===== config.mk =====
export PLATFORM = sky130hd
export DESIGN_NAME = tlhm_lerp
export DESIGN_NICKNAME = d
export VERILOG_FILES = /design/src/sv/tlhm_pkg.sv /design/src/sv/tlhm_lerp.sv
export SDC_FILE = /design/constraint.sdc
export NUM_CORES = 2
export LEC_CHECK = 0
export BUFFER_PORTS_ARGS = -buffer_cell sky130_fd_sc_hd__clkbuf_2
export CAP_MARGIN = 20
export CORE_MARGIN = 2
export CORE_UTILIZATION = 30
export DETAILED_ROUTE_END_ITERATION = 7
export PLACE_DENSITY = 0.57
export SLEW_MARGIN = 20
export SYNTH_ARGS = -nofsm -noshare
export SYNTH_HDL_FRONTEND = slang
export SYNTH_SLANG_ARGS = --single-unit

===== constraint.sdc =====
create_clock -name clk_i -period 9.3 [get_ports clk_i]
set_clock_uncertainty 0.1 [all_clocks]
set_input_delay 0.465 -clock clk_i [delete_from_list [all_inputs] [get_ports clk_i]]
set_output_delay 0.465 -clock clk_i [all_outputs]
set_load 0.02 [all_outputs]

===== src/sv/tlhm_pkg.sv =====
// Shared widths, types and enables for the trilinear hex map datapath.
package tlhm_pkg;

  // Field widths.
  localparam int VertW = 32;
  localparam int RefW  = 18;
  localparam int OutW  = 41;

  // Interpolator internals: a 42-bit difference split into a signed high part
  // and an unsigned low part so that each product stays narrow.
  localparam int DiffW  = OutW + 1;
  localparam int SplitW = 21;
  localparam int HiW    = DiffW - SplitW + RefW;
  localparam int LoW    = SplitW + 1 + RefW;

  // Pipeline depth: one operand stage and three interpolation levels of three.
  localparam int NumStages = 10;

  // Stream payload widths.
  localparam int InDataW  = 312;
  localparam int OutDataW = 288;

  typedef logic signed [VertW-1:0] tlhm_vert_t;
  typedef logic signed [RefW-1:0]  tlhm_ref_t;
  typedef logic signed [OutW-1:0]  tlhm_val_t;

  // Reference point and its in-cell flag, carried along the pipeline.
  typedef struct packed {
    tlhm_ref_t u;
    tlhm_ref_t v;
    tlhm_ref_t w;
    logic      in_cube;
  } tlhm_coord_t;

  // One interpolation operand pair.
  typedef struct packed {
    tlhm_val_t a;
    tlhm_val_t b;
  } tlhm_pair_t;

  // Stage enables of one interpolator.
  typedef struct packed {
    logic sub_en;
    logic mul_en;
    logic sum_en;
  } tlhm_lerp_en_t;

endpackage


===== src/sv/tlhm_lerp.sv =====
// Three-stage linear interpolator: floor(a + (b - a) * r / 2^FRAC_BITS), saturated.
module tlhm_lerp #(
  parameter int FRAC_BITS = 16
) (
  input  logic                  clk_i,
  input  tlhm_pkg::tlhm_lerp_en_t en_i,
  input  tlhm_pkg::tlhm_val_t   a_i,
  input  tlhm_pkg::tlhm_val_t   b_i,
  input  tlhm_pkg::tlhm_ref_t   r_i,
  output tlhm_pkg::tlhm_val_t   y_o
);

  localparam int OutW   = tlhm_pkg::OutW;
  localparam int DiffW  = tlhm_pkg::DiffW;
  localparam int SplitW = tlhm_pkg::SplitW;
  localparam int HiW    = tlhm_pkg::HiW;
  localparam int LoW    = tlhm_pkg::LoW;
  localparam int ProdW  = HiW + SplitW;
  localparam int AccW   = ((OutW + FRAC_BITS > ProdW) ? OutW + FRAC_BITS : ProdW) + 2;

  localparam logic signed [AccW-1:0] MaxV = {{(AccW-OutW+1){1'b0}}, {(OutW-1){1'b1}}};
  localparam logic signed [AccW-1:0] MinV = ~MaxV;

  logic signed [DiffW-1:0] d_q, d_d;
  tlhm_pkg::tlhm_val_t     a1_q, a2_q;
  tlhm_pkg::tlhm_ref_t     r_q;
  logic signed [HiW-1:0]   ph_q, ph_d;
  logic signed [LoW-1:0]   pl_q, pl_d;
  logic signed [AccW-1:0]  acc;
  logic signed [AccW-1:0]  shifted;
  tlhm_pkg::tlhm_val_t     y_q, y_d;

  // Difference of the end points; exact in one extra bit.
  assign d_d = DiffW'(b_i) - DiffW'(a_i);

  always_ff @(posedge clk_i) begin
    if (en_i.sub_en) begin
      d_q  <= d_d;
      a1_q <= a_i;
      r_q  <= r_i;
    end
  end

  // Two narrow partial products of the difference and the weight.
  assign ph_d = $signed(d_q[DiffW-1:SplitW]) * r_q;
  assign pl_d = $signed({1'b0, d_q[SplitW-1:0]}) * r_q;

  always_ff @(posedge clk_i) begin
    if (en_i.mul_en) begin
      ph_q <= ph_d;
      pl_q <= pl_d;
      a2_q <= a1_q;
    end
  end

  // Exact sum with the scaled start point, floor shift, then clamp.
  always_comb begin
    acc     = (AccW'(ph_q) <<< SplitW) + AccW'(pl_q) + (AccW'(a2_q) <<< FRAC_BITS);
    shifted = acc >>> FRAC_BITS;
    if (shifted > MaxV) begin
      y_d = MaxV[OutW-1:0];
    end else if (shifted < MinV) begin
      y_d = MinV[OutW-1:0];
    end else begin
      y_d = shifted[OutW-1:0];
    end
  end

  always_ff @(posedge clk_i) begin
    if (en_i.sum_en) begin
      y_q <= y_d;
    end
  end

  assign y_o = y_q;

endmodule


Word-level counts from Yosys, hierarchy flattened --
Index checks and enable logic that the tools add are counted.
Storage, ports and cells: word-level logic and storage cells 15, flip-flop bits (word level) 262, output and inout port bits 41, input bits 104
Operators by class: $add $sub $neg 3, $lt $le $gt $ge 2, muxes and demuxes 1, multipliers 2
Operators with widths (count):
- 61-bit by 57-bit adder with 62-bit output | 1
- 60-bit by 40-bit adder with 61-bit output | 1
- 46-bit by 41-bit > comparator with 1-bit output (second input constant) | 1
- 46-bit by 41-bit < comparator with 1-bit output (second input constant) | 1
- 41-bit by 41-bit subtractor with 42-bit output | 1
- 41-bit 2-to-1 mux | 1
- 22-bit by 18-bit multiplier with 40-bit output | 1
- 21-bit by 18-bit multiplier with 39-bit output | 1

Longest topological paths before layout --
word-level depth 4, depth in mapped cells 26, gate-level depth less buffers 25

Worst setup path after synthesis --
No wires, ideal clock.
path kind register -> register, start register d_q[8], end register pl_q[39] (data pin), period minus slack after synthesis 6.619 ns, arrival time 6.253 ns, data required time 8.934 ns, buffers on the path 2, slack 2.681 ns, cell stages (with the launch flop) 27, library setup time 0.266 ns, cells stage by stage edfxtp_1 -> clkbuf_1 -> clkbuf_1 -> nand2_1 -> fa_1 -> inv_1 -> fa_1 -> inv_1 -> fa_1 -> inv_1 -> fa_1 -> inv_1 -> fa_1 -> inv_1 -> fa_1 -> ha_1 -> a21oi_1 -> o21ai_0 -> a21oi_1 -> o21ai_0 -> o21ai_0 -> a21oi_1 -> o211ai_1 -> a21boi_0 -> o21a_1 -> o41ai_1 -> xnor2_1
Between the ends: longest elaborated chain between the ends 1
RTL lines:
- from (decl) | RTL line tlhm_lerp.sv:24 | logic signed [DiffW-1:0] d_q, d_d;
- from (signal assigned) | RTL line tlhm_lerp.sv:38 | d_q <= d_d;
- 22-bit by 18-bit multiplier with 40-bit output | RTL line tlhm_lerp.sv:46 | assign pl_d = $signed({1'b0, d_q[SplitW-1:0]}) * r_q;
- named net pl_d[39] | RTL line tlhm_lerp.sv:28 | logic signed [LoW-1:0] pl_q, pl_d;
- to (signal assigned) | RTL line tlhm_lerp.sv:51 | pl_q <= pl_d;
- to (decl) | RTL line tlhm_lerp.sv:28
The timed path passes the listed nets, and every way through them passes these cells. A chain may end at the register's enable or synchronous reset.

Worst setup path after layout --
start register r_q[6], end register ph_q[37] (data pin)
Between the ends: longest elaborated chain between the ends 1
RTL lines:
- from (decl) | RTL line tlhm_lerp.sv:26 | tlhm_pkg::tlhm_ref_t r_q;
- from (signal assigned) | RTL line tlhm_lerp.sv:40 | r_q <= r_i;
- 21-bit by 18-bit multiplier with 39-bit output | RTL line tlhm_lerp.sv:45 | assign ph_d = $signed(d_q[DiffW-1:SplitW]) * r_q;
- named net ph_d[37] | RTL line tlhm_lerp.sv:27 | logic signed [HiW-1:0] ph_q, ph_d;
- to (signal assigned) | RTL line tlhm_lerp.sv:50 | ph_q <= ph_d;
- to (decl) | RTL line tlhm_lerp.sv:27
The timed path passes the listed nets, and every way through them passes these cells.

==> reports/results.ini <==
[yosys]
synth-async-reset-ratio_pct=0
synthTopCellsByArea=fa_1 (37%), edfxtp_1 (19%), ha_1 (10%)
syn_area_sq_mm=0.0389
ys_warn_count=0
synthFlopType=edfxtp_1
synth_cells=3953
post_synth_num_cell_types=74
ys_seq_elements=246
seq_area_frac_synth_pct=19.0
synth.largest_area_cell=fa_1
avgSynthCellArea_sq_um=9.84
synth_edf_count=246
synth_top_area_share_pct=37.1
syn_nets=5101

[routing]
vias=26817
ant_nets=0
drt-total-wl_um=104000
dr.pass1.iters=8
vias_per_cell=4.60
first_iter_violations=1482
wire_per_inst_um=17.8
drc=0

[die]
start_util_pct=30.1
ios=145
die_y_um=364
coreArea_sq_mm=0.129
dieWidth_um=364
rows=132
die-area_sq_mm=0.133

[setup_path]
crit_type=reg2reg
crit_family=adder cells
cp_slowest_cell=edfxtp_1
critPathCaptureType=flop
cp-start-kind=flop
crit_fanout=24
cp_cell_sequence=buf_4, nand2_1, fa_1, inv_1, fa_1, fa_1, inv_1, fa_1, inv_1, fa_1, inv_1, fa_1, inv_1, ha_1, nand2_1, a311oi_1, o21ai_0, a311oi_1, nor4_1, o31ai_1, a21o_1, a21oi_1, xnor2_1
cp_common_cell=fa_1
cp.arrival_ns=8.21
cp.required_ns=9.55
cpPeakStageDelay_ns=0.97
cp_num_buf_inv=6

[grt]
grt_usage_pct=16.0
grt_busiest_layer=met2
grt_pass1_wl_um=164000
met3_usage_pct=1.36
grt_max_degree=63
grt_use_met1_pct=21.9
use_met2_pct=27.2
antenna_found_initial=6
overflow=0
grt_pass1_vias=28334

[timing]
rsz0062_at_grt=false
finalCritPeriodShare_pct=85.5
fmaxAchievable_mhz=126
tightest_slew_ns=1.07
post-route-min-period_ns=7.95
setup_viol=0
tns_ns=0
drv_slew=0
slew-limit-headroom_pct=28.6
finalHoldViolCount=0

[clocking]
clkSinkCount=246
htree_levels=1
cts_buffer_depth=3
cts_buffers=30
cts_tree=yes
cts-root-buf=clkbuf_16
cts_resized=0
post_cts_buffers=0
clkSlewWorstSetupHoldPaths_ns=0.06
worstSkewPairLatency_ns=0.62

[final_layout]
drive_gt1_share_pct=6.85
fillers=13312
syn_to_final_growth_pct=10.7
regArea_sq_mm=0.00739
multiInputGateArea_sq_mm=0.0275
final_nets=5214

[place]
gp_congestion=0.858
dp_hpwl_um=82900
portBuffers=144

[flow_run]
drv_cap=0

[outcome]
outcome=finished clean

[hold_path]
hold_path.class=in2reg

==> synthesized netlist by cell type (18+ instances only) <==
library cell / n
xor2_1: 40
o21ai_0: 58
nor3_1: 19
fa_1: 721
a21oi_1: 121
xnor2_1: 96
and2_1: 270
a21o_1: 76
nand2_1: 529
and3_1: 18
nand2b_1: 25
nor2_1: 95
ha_1: 323
edfxtp_1: 246
inv_1: 907
o21a_1: 23
o21ai_2: 30
clkbuf_1: 142
==> worst paths after layout <==
check                              start  cells past startpoint  slack [ns]        to
worst max-delay path              r_q[6]                     23        1.35  ph_q[37]
worst min-delay path              b_i[0]                      4        0.21    d_q[0]
worst max register to register    r_q[6]                     23        1.35  ph_q[37]
worst min register to register  a1_q[36]                      0        0.31  a2_q[36]
==> per-stage QoR <==
stage / util, % / cell area [sq um] / setup WS, ns / instances / hold WS [ns]
after floorplan: - / 38900 / 2.68 / 3953 / 0.300
after global placement: 32.1 / 41500 / 1.25 / 5717 / 0.305
after detailed placement: 32.1 / 41500 / 1.31 / 5717 / 0.305
after CTS: 33.4 / 43100 / 1.26 / 5832 / 0.154
after global routing: 33.4 / 43100 / 0.868 / 5832 / 0.232
final: 33.4 / 43100 / 1.35 / 5833 / 0.208
==> tightest hold or removal path, cell delays in order <==
cell,delay (ns)
clkbuf_2,0.08
inv_1,0.05
ha_1,0.12
inv_1,0.04
==> cell usage in the layout, fill, tap and decap left out, drive strengths merged, types with 76 or more instances in the layout <==
cell type / Yosys / layout
and2: 270 / 270
a21oi: 122 / 122
fa: 721 / 721
ha: 323 / 323
nand2: 529 / 529
nor2: 95 / 95
inv: 909 / 912
a21o: 76 / 76
xnor2: 96 / 96
clkbuf: 143 / 177
edfxtp: 246 / 246
o21ai: 92 / 92
==> flip-flops by register name, summed over array words and instances, names as in the netlist <==
| register | flops |
|---|---|
| d_q | 42 |
| pl_q | 24 |
| ph_q | 39 |
| a1_q | 41 |
| y_o | 41 |
| r_q | 18 |
| a2_q | 41 |
==> per-layer routing <==
layer	up-vias	share of wire (%)
met5	-	0
met4	0	2.3
met3	124	4.5
met2	716	48
met1	13627	45
li1	12350	-
==> kinds of logic (layout without fill, tap and decap cells) <==
family,count (synthesis),in the layout,share of synthesized area [%]
DFF,246,246,19.0
and+or+nand+nor,1036,1036,12.6
AOI/OAI and AO/OA,423,423,7.37
other,0,1,0
xor gates and xnor gates,137,137,3.10
buffers and inverters,1067,1204,10.4
adders and majority gates,1044,1044,47.5
==> what timing repair did <==
action / CTS / global route
endpoints found under the hold margin: 59 / 0
endpoints found under the setup margin: 0 / 0
hold buffers: 59 / 0
==> final cells by class <==
cell class,count,share of cell area [%]
Sequential cell,246,17.1
Antenna cell,1,0.00581
Multi-Input combinational cell,2640,63.8
Clock buffer,35,1.84
Inverter,909,7.93
Timing Repair Buffer,239,3.74
Clock inverter,21,0.523
Tap cell,1742,5.06
Power is not shown: default switching activity piles up to over one toggle a cycle in this logic, so the estimate is an artifact.
